$ cat src/design/pal_pkg.sv
// shared types and codes for the positional array list
// no dependencies
`timescale 1ns / 1ps

package pal_pkg;

  localparam int WORD_W = 32;

  typedef enum logic [1:0] {
    CMD_INSERT = 2'd0,
    CMD_DELETE = 2'd1,
    CMD_LOCATE = 2'd2,
    CMD_SORTED = 2'd3
  } cmd_t;

  typedef enum logic [1:0] {
    ST_OK     = 2'd0,
    ST_FULL   = 2'd1,
    ST_BADPOS = 2'd2
  } status_t;

  typedef enum logic [2:0] {
    OP_HOLD,
    OP_LOAD,
    OP_SCAN,
    OP_SHIFT_UP,
    OP_SHIFT_DN
  } cell_op_t;

  // broadcast from the controller to every cell
  typedef struct packed {
    cell_op_t                  op;
    logic                      cmp_less;
    logic signed [WORD_W-1:0]  word;
  } cell_ctl_t;

endpackage

$ cat src/design/pal_in_if.sv
// command channel of the positional array list
// depends on nothing
`timescale 1ns / 1ps

interface pal_in_if;
  logic               valid;
  logic               ready;
  logic [1:0]         cmd;
  logic signed [31:0] value;
  logic [4:0]         position;

  modport source(output valid, output cmd, output value, output position, input ready);
  modport sink(input valid, input cmd, input value, input position, output ready);
endinterface

$ cat src/design/pal_out_if.sv
// result channel of the positional array list
// depends on nothing
`timescale 1ns / 1ps

interface pal_out_if;
  logic       valid;
  logic       ready;
  logic [1:0] status;
  logic       found;
  logic [3:0] found_index;
  logic [4:0] entries_used;

  modport source(output valid, output status, output found, output found_index,
                 output entries_used, input ready);
  modport sink(input valid, input status, input found, input found_index,
               input entries_used, output ready);
endinterface

$ cat src/design/pal_cell.sv
// one list slot: holds an entry and a match flag, talks to its two neighbors
// depends on pal_pkg
`timescale 1ns / 1ps

module pal_cell #(
  parameter int IDX = 0,
  parameter int CW  = 5
) (
  input  logic                             clk,
  input  pal_pkg::cell_ctl_t               ctl,
  input  logic [CW-1:0]                    slot,
  input  logic [CW-1:0]                    count,
  input  logic signed [pal_pkg::WORD_W-1:0] left_entry,
  input  logic signed [pal_pkg::WORD_W-1:0] right_entry,
  input  logic                             right_flag,
  output logic signed [pal_pkg::WORD_W-1:0] entry,
  output logic                             flag
);

  localparam logic [CW-1:0] MY_IDX = CW'(IDX);

  logic signed [pal_pkg::WORD_W-1:0] entry_r;
  logic                              flag_r;
  logic                              hit;

  always_comb begin
    if (ctl.cmp_less) begin
      hit = entry_r < ctl.word;
    end else begin
      hit = entry_r == ctl.word;
    end
  end

  always_ff @(posedge clk) begin
    case (ctl.op)
      pal_pkg::OP_LOAD: begin
        flag_r <= (MY_IDX < count) && hit;
      end
      pal_pkg::OP_SCAN: begin
        // flags march toward cell 0, one cell a cycle
        flag_r <= right_flag;
      end
      pal_pkg::OP_SHIFT_UP: begin
        if (MY_IDX == slot) begin
          entry_r <= ctl.word;
        end else if (MY_IDX > slot) begin
          entry_r <= left_entry;
        end
      end
      pal_pkg::OP_SHIFT_DN: begin
        if (MY_IDX >= slot) begin
          entry_r <= right_entry;
        end
      end
      default: begin
      end
    endcase
  end

  assign entry = entry_r;
  assign flag  = flag_r;

endmodule

$ cat src/design/positional_array_list_core.sv
// Positional array list: CAPACITY signed 32-bit entries held in a row of cells.
// One item is in work at a time; in_ch.ready is low while an item is in work or
// its result waits untaken. Insert and delete at a position finish in the cycle
// the item is accepted. Locate and sorted insert load a compare flag into every
// cell on acceptance, then shift the flags toward cell 0 one cell per cycle while
// a counter tracks the index: locate stops at the first hit or the last entry,
// and on an empty list finishes on acceptance; sorted insert scans every entry,
// then places the word in its own state, and finishes on acceptance on an empty
// or full list. The flag chain through the cells sets the length of a scan.
// depends on pal_pkg, pal_in_if, pal_out_if, pal_cell
`timescale 1ns / 1ps

module positional_array_list_core #(
  parameter int CAPACITY = 16
) (
  input  logic      clk,
  input  logic      rst_n,
  pal_in_if.sink    in_ch,
  pal_out_if.source out_ch
);

  localparam int CW = $clog2(CAPACITY + 1);
  localparam int IW = $clog2(CAPACITY);
  localparam int PW = (CW > 5) ? CW : 5;

  typedef enum logic [1:0] {
    S_IDLE,
    S_SCAN,
    S_PLACE
  } state_t;

  state_t                            state_r, state_nxt;
  logic [CW-1:0]                     count_r, count_nxt;
  logic [IW-1:0]                     scan_r, scan_nxt;
  logic [CW-1:0]                     slot_r, slot_nxt;
  pal_pkg::cmd_t                     cmd_r, cmd_nxt;
  logic signed [pal_pkg::WORD_W-1:0] value_r, value_nxt;

  logic                              out_valid_r, out_valid_nxt;
  pal_pkg::status_t                  out_status_r, out_status_nxt;
  logic                              out_found_r, out_found_nxt;
  logic [IW-1:0]                     out_fidx_r, out_fidx_nxt;
  logic [CW-1:0]                     out_count_r, out_count_nxt;

  pal_pkg::cell_ctl_t                ctl;
  logic [CW-1:0]                     cell_slot;
  logic signed [pal_pkg::WORD_W-1:0] entry_w [CAPACITY];
  logic                              flag_w  [CAPACITY];

  logic                              in_fire;
  logic                              full;
  logic                              last;
  logic [PW-1:0]                     pos_ext;
  logic [PW-1:0]                     cnt_ext;
  pal_pkg::cmd_t                     in_cmd;

  logic                              rsp_en;
  pal_pkg::status_t                  rsp_status;
  logic                              rsp_found;
  logic [IW-1:0]                     rsp_idx;
  logic [CW-1:0]                     rsp_count;

  logic [31:0]                       fidx_wide;
  logic [31:0]                       count_wide;

  assign in_ch.ready = (state_r == S_IDLE) && (!out_valid_r || out_ch.ready);
  assign in_fire     = in_ch.valid && in_ch.ready;
  assign in_cmd      = pal_pkg::cmd_t'(in_ch.cmd);
  assign full        = count_r == CW'(CAPACITY);
  assign pos_ext     = PW'(in_ch.position);
  assign cnt_ext     = PW'(count_r);
  assign last        = (CW'(scan_r) + CW'(1)) == count_r;

  always_comb begin
    state_nxt     = state_r;
    count_nxt     = count_r;
    scan_nxt      = scan_r;
    slot_nxt      = slot_r;
    cmd_nxt       = cmd_r;
    value_nxt     = value_r;
    out_valid_nxt = out_valid_r && !out_ch.ready;
    out_status_nxt = out_status_r;
    out_found_nxt = out_found_r;
    out_fidx_nxt  = out_fidx_r;
    out_count_nxt = out_count_r;

    ctl.op        = pal_pkg::OP_HOLD;
    ctl.cmp_less  = 1'b0;
    ctl.word      = in_ch.value;
    cell_slot     = CW'(in_ch.position);

    rsp_en     = 1'b0;
    rsp_status = pal_pkg::ST_OK;
    rsp_found  = 1'b0;
    rsp_idx    = '0;
    rsp_count  = count_r;

    unique case (state_r)
      S_IDLE: begin
        if (in_fire) begin
          cmd_nxt   = in_cmd;
          value_nxt = in_ch.value;
          scan_nxt  = '0;
          slot_nxt  = '0;
          unique case (in_cmd)
            pal_pkg::CMD_INSERT: begin
              rsp_en = 1'b1;
              if (full) begin
                rsp_status = pal_pkg::ST_FULL;
              end else if (pos_ext > cnt_ext) begin
                rsp_status = pal_pkg::ST_BADPOS;
              end else begin
                ctl.op    = pal_pkg::OP_SHIFT_UP;
                count_nxt = count_r + CW'(1);
                rsp_count = count_nxt;
              end
            end
            pal_pkg::CMD_DELETE: begin
              rsp_en = 1'b1;
              if (pos_ext >= cnt_ext) begin
                rsp_status = pal_pkg::ST_BADPOS;
              end else begin
                ctl.op    = pal_pkg::OP_SHIFT_DN;
                count_nxt = count_r - CW'(1);
                rsp_count = count_nxt;
              end
            end
            pal_pkg::CMD_LOCATE: begin
              if (count_r == '0) begin
                rsp_en = 1'b1;
              end else begin
                ctl.op    = pal_pkg::OP_LOAD;
                state_nxt = S_SCAN;
              end
            end
            pal_pkg::CMD_SORTED: begin
              if (full) begin
                rsp_en     = 1'b1;
                rsp_status = pal_pkg::ST_FULL;
              end else if (count_r == '0) begin
                // empty list: the word lands in slot 0 at once
                rsp_en    = 1'b1;
                ctl.op    = pal_pkg::OP_SHIFT_UP;
                cell_slot = '0;
                count_nxt = count_r + CW'(1);
                rsp_count = count_nxt;
              end else begin
                ctl.op       = pal_pkg::OP_LOAD;
                ctl.cmp_less = 1'b1;
                state_nxt    = S_SCAN;
              end
            end
          endcase
        end
      end
      S_SCAN: begin
        ctl.op = pal_pkg::OP_SCAN;
        if (cmd_r == pal_pkg::CMD_SORTED) begin
          // remember one past the last smaller entry seen so far
          if (flag_w[0]) begin
            slot_nxt = CW'(scan_r) + CW'(1);
          end
          if (last) begin
            state_nxt = S_PLACE;
          end else begin
            scan_nxt = scan_r + IW'(1);
          end
        end else begin
          if (flag_w[0]) begin
            rsp_en    = 1'b1;
            rsp_found = 1'b1;
            rsp_idx   = scan_r;
            state_nxt = S_IDLE;
          end else if (last) begin
            rsp_en    = 1'b1;
            state_nxt = S_IDLE;
          end else begin
            scan_nxt = scan_r + IW'(1);
          end
        end
      end
      S_PLACE: begin
        ctl.op    = pal_pkg::OP_SHIFT_UP;
        ctl.word  = value_r;
        cell_slot = slot_r;
        count_nxt = count_r + CW'(1);
        rsp_en    = 1'b1;
        rsp_count = count_nxt;
        state_nxt = S_IDLE;
      end
      default: begin
        state_nxt = S_IDLE;
      end
    endcase

    if (rsp_en) begin
      out_valid_nxt  = 1'b1;
      out_status_nxt = rsp_status;
      out_found_nxt  = rsp_found;
      out_fidx_nxt   = rsp_idx;
      out_count_nxt  = rsp_count;
    end
  end

  always_ff @(posedge clk) begin
    if (!rst_n) begin
      state_r     <= S_IDLE;
      count_r     <= '0;
      out_valid_r <= 1'b0;
    end else begin
      state_r     <= state_nxt;
      count_r     <= count_nxt;
      out_valid_r <= out_valid_nxt;
    end
    scan_r       <= scan_nxt;
    slot_r       <= slot_nxt;
    cmd_r        <= cmd_nxt;
    value_r      <= value_nxt;
    out_status_r <= out_status_nxt;
    out_found_r  <= out_found_nxt;
    out_fidx_r   <= out_fidx_nxt;
    out_count_r  <= out_count_nxt;
  end

  for (genvar k = 0; k < CAPACITY; k++) begin : g_cell
    logic signed [pal_pkg::WORD_W-1:0] left_w;
    logic signed [pal_pkg::WORD_W-1:0] right_w;
    logic                              rflag_w;

    if (k == 0) begin : g_first
      assign left_w = ctl.word;
    end else begin : g_mid_l
      assign left_w = entry_w[k-1];
    end

    if (k == CAPACITY - 1) begin : g_last
      // past the top there is no entry: keep own value, feed a clear flag
      assign right_w = entry_w[k];
      assign rflag_w = 1'b0;
    end else begin : g_mid_r
      assign right_w = entry_w[k+1];
      assign rflag_w = flag_w[k+1];
    end

    pal_cell #(
      .IDX(k),
      .CW (CW)
    ) u_cell (
      .clk        (clk),
      .ctl        (ctl),
      .slot       (cell_slot),
      .count      (count_r),
      .left_entry (left_w),
      .right_entry(right_w),
      .right_flag (rflag_w),
      .entry      (entry_w[k]),
      .flag       (flag_w[k])
    );
  end

  assign fidx_wide  = 32'(out_fidx_r);
  assign count_wide = 32'(out_count_r);

  assign out_ch.valid        = out_valid_r;
  assign out_ch.status       = out_status_r;
  assign out_ch.found        = out_found_r;
  assign out_ch.found_index  = fidx_wide[3:0];
  assign out_ch.entries_used = count_wide[4:0];

endmodule

$ cat src/flat_wrapper.sv
// flat-port wrapper written by rule: the top's interface ports become plain ports
module positional_array_list_core_flat 
#(
  parameter int CAPACITY = 16
)
  (clk, rst_n, in_ch_valid, in_ch_cmd, in_ch_value, in_ch_position, in_ch_ready, out_ch_valid, out_ch_status, out_ch_found, out_ch_found_index, out_ch_entries_used, out_ch_ready);
  pal_in_if in_ch_i ();
  pal_out_if out_ch_i ();
  input  logic clk;
  input  logic rst_n;
  input wire logic [$bits(in_ch_i.valid)-1:0] in_ch_valid;
  input wire logic [$bits(in_ch_i.cmd)-1:0] in_ch_cmd;
  input wire logic [$bits(in_ch_i.value)-1:0] in_ch_value;
  input wire logic [$bits(in_ch_i.position)-1:0] in_ch_position;
  output wire logic [$bits(in_ch_i.ready)-1:0] in_ch_ready;
  output wire logic [$bits(out_ch_i.valid)-1:0] out_ch_valid;
  output wire logic [$bits(out_ch_i.status)-1:0] out_ch_status;
  output wire logic [$bits(out_ch_i.found)-1:0] out_ch_found;
  output wire logic [$bits(out_ch_i.found_index)-1:0] out_ch_found_index;
  output wire logic [$bits(out_ch_i.entries_used)-1:0] out_ch_entries_used;
  input wire logic [$bits(out_ch_i.ready)-1:0] out_ch_ready;
  assign in_ch_i.valid = in_ch_valid;
  assign in_ch_i.cmd = in_ch_cmd;
  assign in_ch_i.value = in_ch_value;
  assign in_ch_i.position = in_ch_position;
  assign in_ch_ready = in_ch_i.ready;
  assign out_ch_valid = out_ch_i.valid;
  assign out_ch_status = out_ch_i.status;
  assign out_ch_found = out_ch_i.found;
  assign out_ch_found_index = out_ch_i.found_index;
  assign out_ch_entries_used = out_ch_i.entries_used;
  assign out_ch_i.ready = out_ch_ready;
  positional_array_list_core #(.CAPACITY(CAPACITY)) u_core (.clk(clk), .rst_n(rst_n), .in_ch(in_ch_i), .out_ch(out_ch_i));
endmodule
$ cat config.mk
export PLATFORM = sky130hd
export DESIGN_NAME = positional_array_list_core_flat
export DESIGN_NICKNAME = d
export VERILOG_FILES = /design/src/design/pal_pkg.sv /design/src/design/pal_in_if.sv /design/src/design/pal_out_if.sv /design/src/design/pal_cell.sv /design/src/design/positional_array_list_core.sv /design/src/flat_wrapper.sv
export SDC_FILE = /design/constraint.sdc
export NUM_CORES = 2
export LEC_CHECK = 0
export BUFFER_PORTS_ARGS = -buffer_cell sky130_fd_sc_hd__buf_4
export CORE_MARGIN = 3
export CORE_UTILIZATION = 59
export DETAILED_ROUTE_END_ITERATION = 8
export GPL_TIMING_DRIVEN = 1
export PLACE_DENSITY = 0.88
export RECOVER_POWER = 50
export SYNTH_ARGS = -nofsm -noshare
export SYNTH_HDL_FRONTEND = slang
export SYNTH_SLANG_ARGS = --single-unit
$ cat constraint.sdc
create_clock -name clk -period 9.2 [get_ports clk]
set_clock_uncertainty 0.2 [all_clocks]
set_input_delay 1.38 -clock clk [delete_from_list [all_inputs] [get_ports clk]]
set_output_delay 1.38 -clock clk [all_outputs]
set_load 0.01 [all_outputs]
# Yosys cells after proc, flatten, opt, wreduce, memory -nomap -nowiden
# Index checks and enable logic that the tools add are counted.
[totals]
regBits = 591
out_inout_bits = 14
wordCells = 401
[classes]
addsub = 4
n_lt_le_gt_ge = 65
eq_ne = 81
n_mux = 153
bitwise_logic = 2
n_reduce_logical = 53
[op_table]
columns = ["op", "n"]
rows = [
  ["2-to-1 mux 32 bit", 48],
  ["one-hot mux 32 bit (2 select lines)", 15],
  ["== test 32 bit", 16],
  ["less-than comparator 32 bit", 16],
  ["2-to-1 mux 5 bit", 13],
  ["inequality test 3 bit (second input constant)", 17],
  ["AND reduction 3 bit", 16],
  ["== test 4 x 5 -> 1 bit (first input constant)", 8],
  ["greater-than comparator 4 x 5 -> 1 bit (first input constant)", 8],
  ["less-than comparator 4 x 5 -> 1 bit (first input constant)", 8],
  [">= comparator 4 x 5 -> 1 bit (first input constant)", 7],
  ["inequality test 2 bit (second input constant)", 16],
  ["one-hot mux 1 bit (2 select lines)", 16],
  ["one-hot mux 5 bit (2 select lines)", 3],
  ["2-to-1 mux 1 bit", 29],
  ["2-to-1 mux 2 bit", 12],
  ["== test 3 x 5 -> 1 bit (first input constant)", 4],
  [">= comparator 3 x 5 -> 1 bit (first input constant)", 4],
  ["greater-than comparator 3 x 5 -> 1 bit (first input constant)", 4],
  ["less-than comparator 3 x 5 -> 1 bit (first input constant)", 4],
  ["2-to-1 mux 4 bit", 5],
  ["logical AND 1 bit", 19],
  ["one-hot mux 5 bit (3 select lines)", 1],
  ["one-hot mux 3 bit (4 select lines)", 1],
  ["40 further kinds", 68],
]

# Logic depth before layout (Yosys ltp)
[logic_depth]
word_depth = 10
ltp_mapped = 15
mapped_depth_nobuf = 12

# Cells and area by module
# Synthesis repeated with hierarchy kept, for this count alone.
[unflattened]
hier_cells = 4834
hier_area_um2 = 44856.8
[modules_own_cells]
columns = ["mod", "instances", "cells_each", "area_each_um2", "seq_area_each_um2"]
rows = [
  ["positional_array_list_core", 1, 305, 3559.7, 1811.7],
  ["pal_cell (u_core.g_cell[13].u_cell)", 1, 268, 2617.5, 991.0],
  ["pal_cell (u_core.g_cell[10].u_cell)", 1, 272, 2610.0, 991.0],
  ["pal_cell (u_core.g_cell[12].u_cell)", 1, 273, 2603.7, 991.0],
  ["pal_cell (u_core.g_cell[8].u_cell)", 1, 271, 2603.7, 991.0],
  ["pal_cell (u_core.g_cell[0].u_cell)", 1, 271, 2602.5, 991.0],
  ["pal_cell (u_core.g_cell[6].u_cell)", 1, 272, 2602.5, 991.0],
  ["pal_cell (u_core.g_cell[9].u_cell)", 1, 272, 2601.2, 991.0],
  ["pal_cell (u_core.g_cell[2].u_cell)", 1, 304, 2585.0, 991.0],
  ["pal_cell (u_core.g_cell[3].u_cell)", 1, 268, 2581.2, 991.0],
  ["pal_cell (u_core.g_cell[5].u_cell)", 1, 303, 2581.2, 991.0],
  ["pal_cell (u_core.g_cell[11].u_cell)", 1, 268, 2578.7, 991.0],
  ["pal_cell (u_core.g_cell[15].u_cell)", 1, 267, 2570.0, 991.0],
  ["pal_cell (u_core.g_cell[14].u_cell)", 1, 306, 2548.7, 991.0],
  ["+3 rows", "-", "-", "-", "-"],
]

# Least setup slack after synthesis
# No wires, ideal clock.
[synth_timing]
kind = "input to register"
startpoint = "input out_ch_ready"
endpoint = "register u_core.g_cell[5].u_cell.entry_r, in the netlist u_core.g_cell[5].u_cell.entry[0], enable pin"
setup_time_ns = 0.595
arrival_ns = 8.906
required_ns = 8.405
setup_slack_ns = -0.501
path_stages = 9
n_path_buf = 2
cell_sequence = "nand2b_1 nand3_1 inv_1 buf_2 buf_1 o21ai_0 o211ai_1 o21ai_1 a2111oi_0"
[synth_between]
elab_chain_len = 8
elab_cells_between_ends = 16
classes_between = "order compare: 2; eq/ne: 5; mux: 4; reduce/logical: 5"
[synth_rtl]
columns = ["element", "line_no", "text"]
rows = [
  ["start, declared", "flat_wrapper.sv:21", "input wire logic [$bits(out_ch_i.ready)-1:0] out_ch_ready;"],
  ["logical OR 1 bit *", "positional_array_list_core.sv:66", "assign in_ch.ready = (state_r == S_IDLE) && (!out_valid_r || out_ch.ready);"],
  ["logical AND 1 bit *", "positional_array_list_core.sv:66", ""],
  ["logical AND 1 bit *", "positional_array_list_core.sv:67", "assign in_fire = in_ch.valid && in_ch.ready;"],
  ["2-to-1 mux 5 bit / 2-to-1 mux 4 bit (equally long branches)", "positional_array_list_core.sv:100", "if (in_fire) begin"],
  ["one-hot mux 5 bit (2 select lines) / one-hot mux 3 bit (3 select lines) (equally long branches)", "positional_array_list_core.sv:98", "unique case (state_r)"],
  ["greater-than comparator 3 x 5 -> 1 bit, or another cell as far along", "pal_cell.sv:46", "end else if (MY_IDX > slot) begin"],
  ["inequality test 3 bit (no source line), or another cell as far along", "-", ""],
  ["AND reduction 3 bit (no source line) *", "-", ""],
  ["end signal, assigned", "pal_cell.sv:45", "entry_r <= ctl.word;"],
  ["end signal, assigned", "pal_cell.sv:47", "entry_r <= left_entry;"],
  ["end signal, assigned", "pal_cell.sv:52", "entry_r <= right_entry;"],
  ["end, declared", "pal_cell.sv:22", "logic signed [pal_pkg::WORD_W-1:0] entry_r;"],
]
# Every way passes the cells marked *; elsewhere a longest branch is shown, timed or not.
# A chain may end at the register's enable or synchronous reset.

# Final worst setup path
[layout_timing]
startpoint = "register u_core.count_r[2] (netlist: u_core.cnt_ext[2])"
endpoint = "register u_core.g_cell[5].u_cell.entry_r, in the netlist u_core.g_cell[5].u_cell.entry[22], enable pin"
[layout_between]
elab_chain_len = 9
elab_cells_between_ends = 27
classes_between = "order compare: 4; eq/ne: 6; mux: 14; reduce/logical: 3"
[layout_rtl]
columns = ["element", "line_no", "text"]
rows = [
  ["start, declared", "positional_array_list_core.sv:33", "logic [CW-1:0] count_r, count_nxt;"],
  ["start signal, assigned", "positional_array_list_core.sv:212", "count_r <= count_nxt;"],
  ["greater-than comparator 5 bit / logical NOT 5 bit (equally long branches)", "positional_array_list_core.sv:110, positional_array_list_core.sv:129, positional_array_list_core.sv:140", ""],
  ["2-to-1 mux 2 bit, or another cell as far along", "positional_array_list_core.sv:110", "end else if (pos_ext > cnt_ext) begin"],
  ["2-to-1 mux 3 bit, or another cell as far along", "positional_array_list_core.sv:108", "if (full) begin"],
  ["one-hot mux 3 bit (4 select lines) / 2-to-1 mux 5 bit (equally long branches)", "positional_array_list_core.sv:105", "unique case (in_cmd)"],
  ["2-to-1 mux 4 bit / 2-to-1 mux 5 bit (equally long branches)", "positional_array_list_core.sv:100", ""],
  ["one-hot mux 3 bit (3 select lines) / one-hot mux 5 bit (2 select lines) (equally long branches)", "positional_array_list_core.sv:98", ""],
  ["== test 3 x 2 -> 1 bit, or another cell as far along", "pal_cell.sv:35", "case (ctl.op)"],
  ["inequality test 3 bit (no source line), or another cell as far along", "-", ""],
  ["AND reduction 3 bit (no source line) *", "-", ""],
]
# Marked as above.

==> flow_summary_export.csv <==
group,metric,value,unit
outcome,status,"finished, violations left",
outcome,violations,"capacitance limit, slew limit",
critical_path,cp.arrival,7.34,ns
yosys,yosysUniqueCellTypes,89,
pwr,switchingPower,2230,uW
timing,tightest_slew,2.76,ns
worst_hold_path,min_from,"u_core.g_cell[15].u_cell.entry[31]",
die,die-area,73400,um^2
timing,hold_viol_final,0,
yosys,synth_top_area_cell,"edfxtp_1",
yosys,syn_area_per_cell,9.97,um^2
timing,rsz0062_at_grt,"no",
placement,gp_congestion,0.937,
cells_and_area,nets,4682,
die,start_util,0.599,
drt,dr_total_vias,35603,
worst_hold_path,whs_path_depth,2,
die,io_pins,57,
cts,clockBufferDepth,3,
timing,finalSetupTns,0,ns
cts,cts_tree,"done",
pwr,p_sw_frac,0.300,
drt,first_pass_iters,7,
timing,period_needed,7.34,ns
drt,drc,0,
yosys,syn-num-nets,4722,
drt,route.top_layer_used,"met4",
yosys,synth-edff-count,583,
cts,clk_pin_slew_worst_paths,0.06,ns
cells_and_area,seqCellArea,17700,um^2
cells_and_area,area_growth,7.17,%
drt,dr_wl_met2,56.5,mm
yosys,synth-main-ff-cell,"edfxtp_1",
critical_path,worstSetupPathType,"register to register",
cts,clock_latency,0.62,ns
drt,antenna_left,0,
pwr,fin_total_pwr,7440,uW
yosys,yosysSeqAreaShare,0.427,
cells_and_area,final_util,0.642,
placement,portBuffers,56,
global_route,grt.overflow.total,0,
critical_path,end_kind,"register",
drt,drt-total-wl,122,mm
job,max_cap_violations,13,
pwr,p_leak,0.0171,uW
cts,post_cts_buffers,0,
cts,cts.repair.resized,0,
cells_and_area,drive_above_1_share,0.0567,
yosys,synth_top_area_frac,0.423,
yosys,synthesis.area,41400,um^2
drt,met1_length,44.8,mm
yosys,synth.area.top_cells,"edfxtp_1 (42%), ha_1 (16%), mux2i_1 (8.6%)",
yosys,synth-seq-cells,591,
die,die_h,271,um
cts,clockRootBuffer,"clkbuf_16",
critical_path,r2r-end,"u_core.g_cell[5].u_cell.entry[22]",
global_route,grt.total_usage,0.324,
pwr,p_seq_frac,0.460,
cts,h-tree-depth,3,
timing,max-slew-margin-rel,-0.838,
placement,pre_cts_slack,3.03,ns
global_route,antenna_found_initial,1,
cts,cts_buffers,69,
pwr,powerDensity,168,nW/um^2
pwr,p_int,5200,uW
critical_path,critPathMaxFanout,32,
drt,wl_per_cell,24.0,um
critical_path,rrSetupSlack,1.86,ns
drt,wl_met3,13.8,mm
global_route,grt_pass1_wl,191,mm
critical_path,cpMostUsedCell,"clkbuf_1",
pwr,ir_worst_vdd,120,uV
yosys,yosysWarningCount,0,
critical_path,path_cells,"clkbuf_1 -> clkinv_1 -> ha_1 -> a211oi_1 -> o221ai_1 -> nor4b_1 -> nand2_1 -> nor2_1 -> o21ai_2 -> buf_4 -> a2111oi_2 -> clkbuf_1",
pwr,p_comb_frac,0.185,
timing,timing.final.ws_setup,1.86,ns
critical_path,max_stage_delay,1.60,ns
drt,drtIter0Drc,5070,
global_route,grt_start_max_net_pins,252,
die,die_w,271,um
drt,vias_per_cell,6.99,
die,num_rows,96,
cts,cts.sinks,591,
yosys,netlist_instances,4153,
die,core,69100,um^2
critical_path,cp_data_required_time,9.20,ns
critical_path,slowest_stage,"clkbuf_1",
timing,finalSetupViolations,0,
pwr,clock_power_share,0.355,
critical_path,reg2reg_from,"u_core.cnt_ext[2]",
critical_path,ff2ff_path_depth,12,
timing,fin_crit_sh,0.798,
worst_hold_path,hold_path_class,"register to register",
cts,hold_buffers,0,
timing,timing.fmax,136,MHz
yosys,synthArstFlopShare,0,
cells_and_area,multi_input_area,22400,um^2
worst_hold_path,hold_path_end,"u_core.g_cell[14].u_cell.entry[31]",
global_route,grt_pass1_vias,35208,
critical_path,worst_setup_path_start_kind,"register",
cells_and_area,nFillCells,5083,
timing,final_max_slew_viol_count,505,
placement,dp_hpwl,85.0,mm
[kinds of logic after synthesis]
logic type,Yosys count,share of synthesized area
simple gates,1186,0.128
compound gates,1120,0.152
xor+xnor,11,0.00233
fa+ha+maj,526,0.159
mux,392,0.0959
flops,591,0.427
buf+inv,327,0.0354
[worst max-delay path: cells and delay by family (launching register included)]
family / cells / cell delay [ns]
buf+inv: 4 / 3.33
simple gates: 3 / 1.36
compound gates: 4 / 1.15
fa+ha+maj: 1 / 0.51
flops: 1 / 0.31
[how the worst max path moves through the flow]
| stage | start | cells past startpoint | end | slack (ns) |
|---|---|---|---|---|
| after floorplan | out_ch_ready | 9 | u_core.g_cell[5].u_cell.entry[0] | 1.07 |
| after global placement | out_ch_ready | 10 | u_core.g_cell[10].u_cell.entry[25] | 3.19 |
| after detailed placement | out_ch_ready | 10 | u_core.g_cell[10].u_cell.entry[25] | 3.03 |
| after CTS | out_ch_ready | 10 | u_core.g_cell[10].u_cell.entry[26] | 3.61 |
| after global routing | u_core.cnt_ext[2] | 12 | u_core.g_cell[0].u_cell.entry[26] | 1.67 |
| final | u_core.cnt_ext[2] | 12 | u_core.g_cell[5].u_cell.entry[22] | 1.86 |
[layer usage]
layer | GRT usage | vias up
met4 | 0.177 | 0
li1 | - | 15502
met1 | 0.410 | 16790
met2 | 0.518 | 2667
met3 | 0.0699 | 644
met5 | 0 | -
[power groups by stage]
stage / clock (uW) / sequential, uW / combinational, uW
after floorplan: 0 / 3400 / 920
after global placement: 0 / 3450 / 1250
after detailed placement: 0 / 3460 / 1340
after CTS: 2620 / 3410 / 1360
after global routing: 2730 / 3430 / 1500
final: 2640 / 3420 / 1380
[state kept, by name, indices dropped and copies added, names as in the netlist]
| register | cells |
|---|---|
| u_core.cmd_r | 2 |
| u_core.cnt_ext | 5 |
| u_core.g_cell.u_cell.entry | 512 |
| u_core.g_cell.u_cell.flag | 16 |
| u_core.out_ch.entries_used | 5 |
| u_core.out_ch.found | 1 |
| u_core.out_ch.found_index | 4 |
| u_core.out_ch.status | 2 |
| u_core.out_ch.valid | 1 |
| u_core.scan_r | 4 |
| u_core.slot_r | 5 |
| u_core.state_r | 2 |
| u_core.value_r | 32 |
[cell type report]
type	count	share of cell area
repair buffers	120	0.0172
multi-input cells	3235	0.504
clock inverters	31	0.00547
diodes	1	0.0000564
inverters	96	0.00813
flip-flops and latches	591	0.398
clock buffers	87	0.0405
well taps	931	0.0263
[per-stage QoR]
stage | instances | hold WS [ns] | cell area (um^2)
2_1_floorplan | 4153 | 0.301 | 41400
3_3_place_gp | 4973 | 0.336 | 42600
3_5_place_dp | 4973 | 0.346 | 42600
4_1_cts | 5091 | 0.350 | 44600
5_1_grt | 5091 | 0.385 | 44300
6_report | 5092 | 0.351 | 44400
[placed cells by master (no fill, tap or decap), types with 9 or more instances in the layout]
| master | n |
|---|---|
| nor3_1 | 31 |
| or4_1 | 11 |
| nor4_1 | 22 |
| a21o_1 | 33 |
| nand4_1 | 97 |
| a2111oi_0 | 12 |
| and2_1 | 9 |
| a31oi_1 | 19 |
| inv_1 | 94 |
| and2_0 | 10 |
| a211oi_1 | 30 |
| o211ai_1 | 24 |
| edfxtp_1 | 583 |
| ha_1 | 525 |
| clkbuf_4 | 15 |
| clkinv_1 | 18 |
| nand3_1 | 53 |
| o21ai_1 | 188 |
| nand2_1 | 594 |
| mux2_2 | 34 |
| o21ai_0 | 443 |
| clkbuf_16 | 69 |
| mux2i_1 | 357 |
| clkinv_2 | 9 |
| and3_1 | 11 |
| buf_4 | 55 |
| a21boi_0 | 10 |
| a21oi_1 | 264 |
| nor2_1 | 262 |
| nor2b_1 | 18 |
| clkbuf_1 | 64 |
[synthesized netlist by cell type, types with 56 or more instances]
master and count:
a21oi_1 264, buf_2 84, clkbuf_1 111, edfxtp_1 583
ha_1 526, inv_1 94, mux2i_1 357, nand2_1 595
nand3_1 56, nand4_1 97, nor2_1 268, o21ai_0 424
o21ai_1 208
No activity file was read; power rests on OpenSTA's default activity.
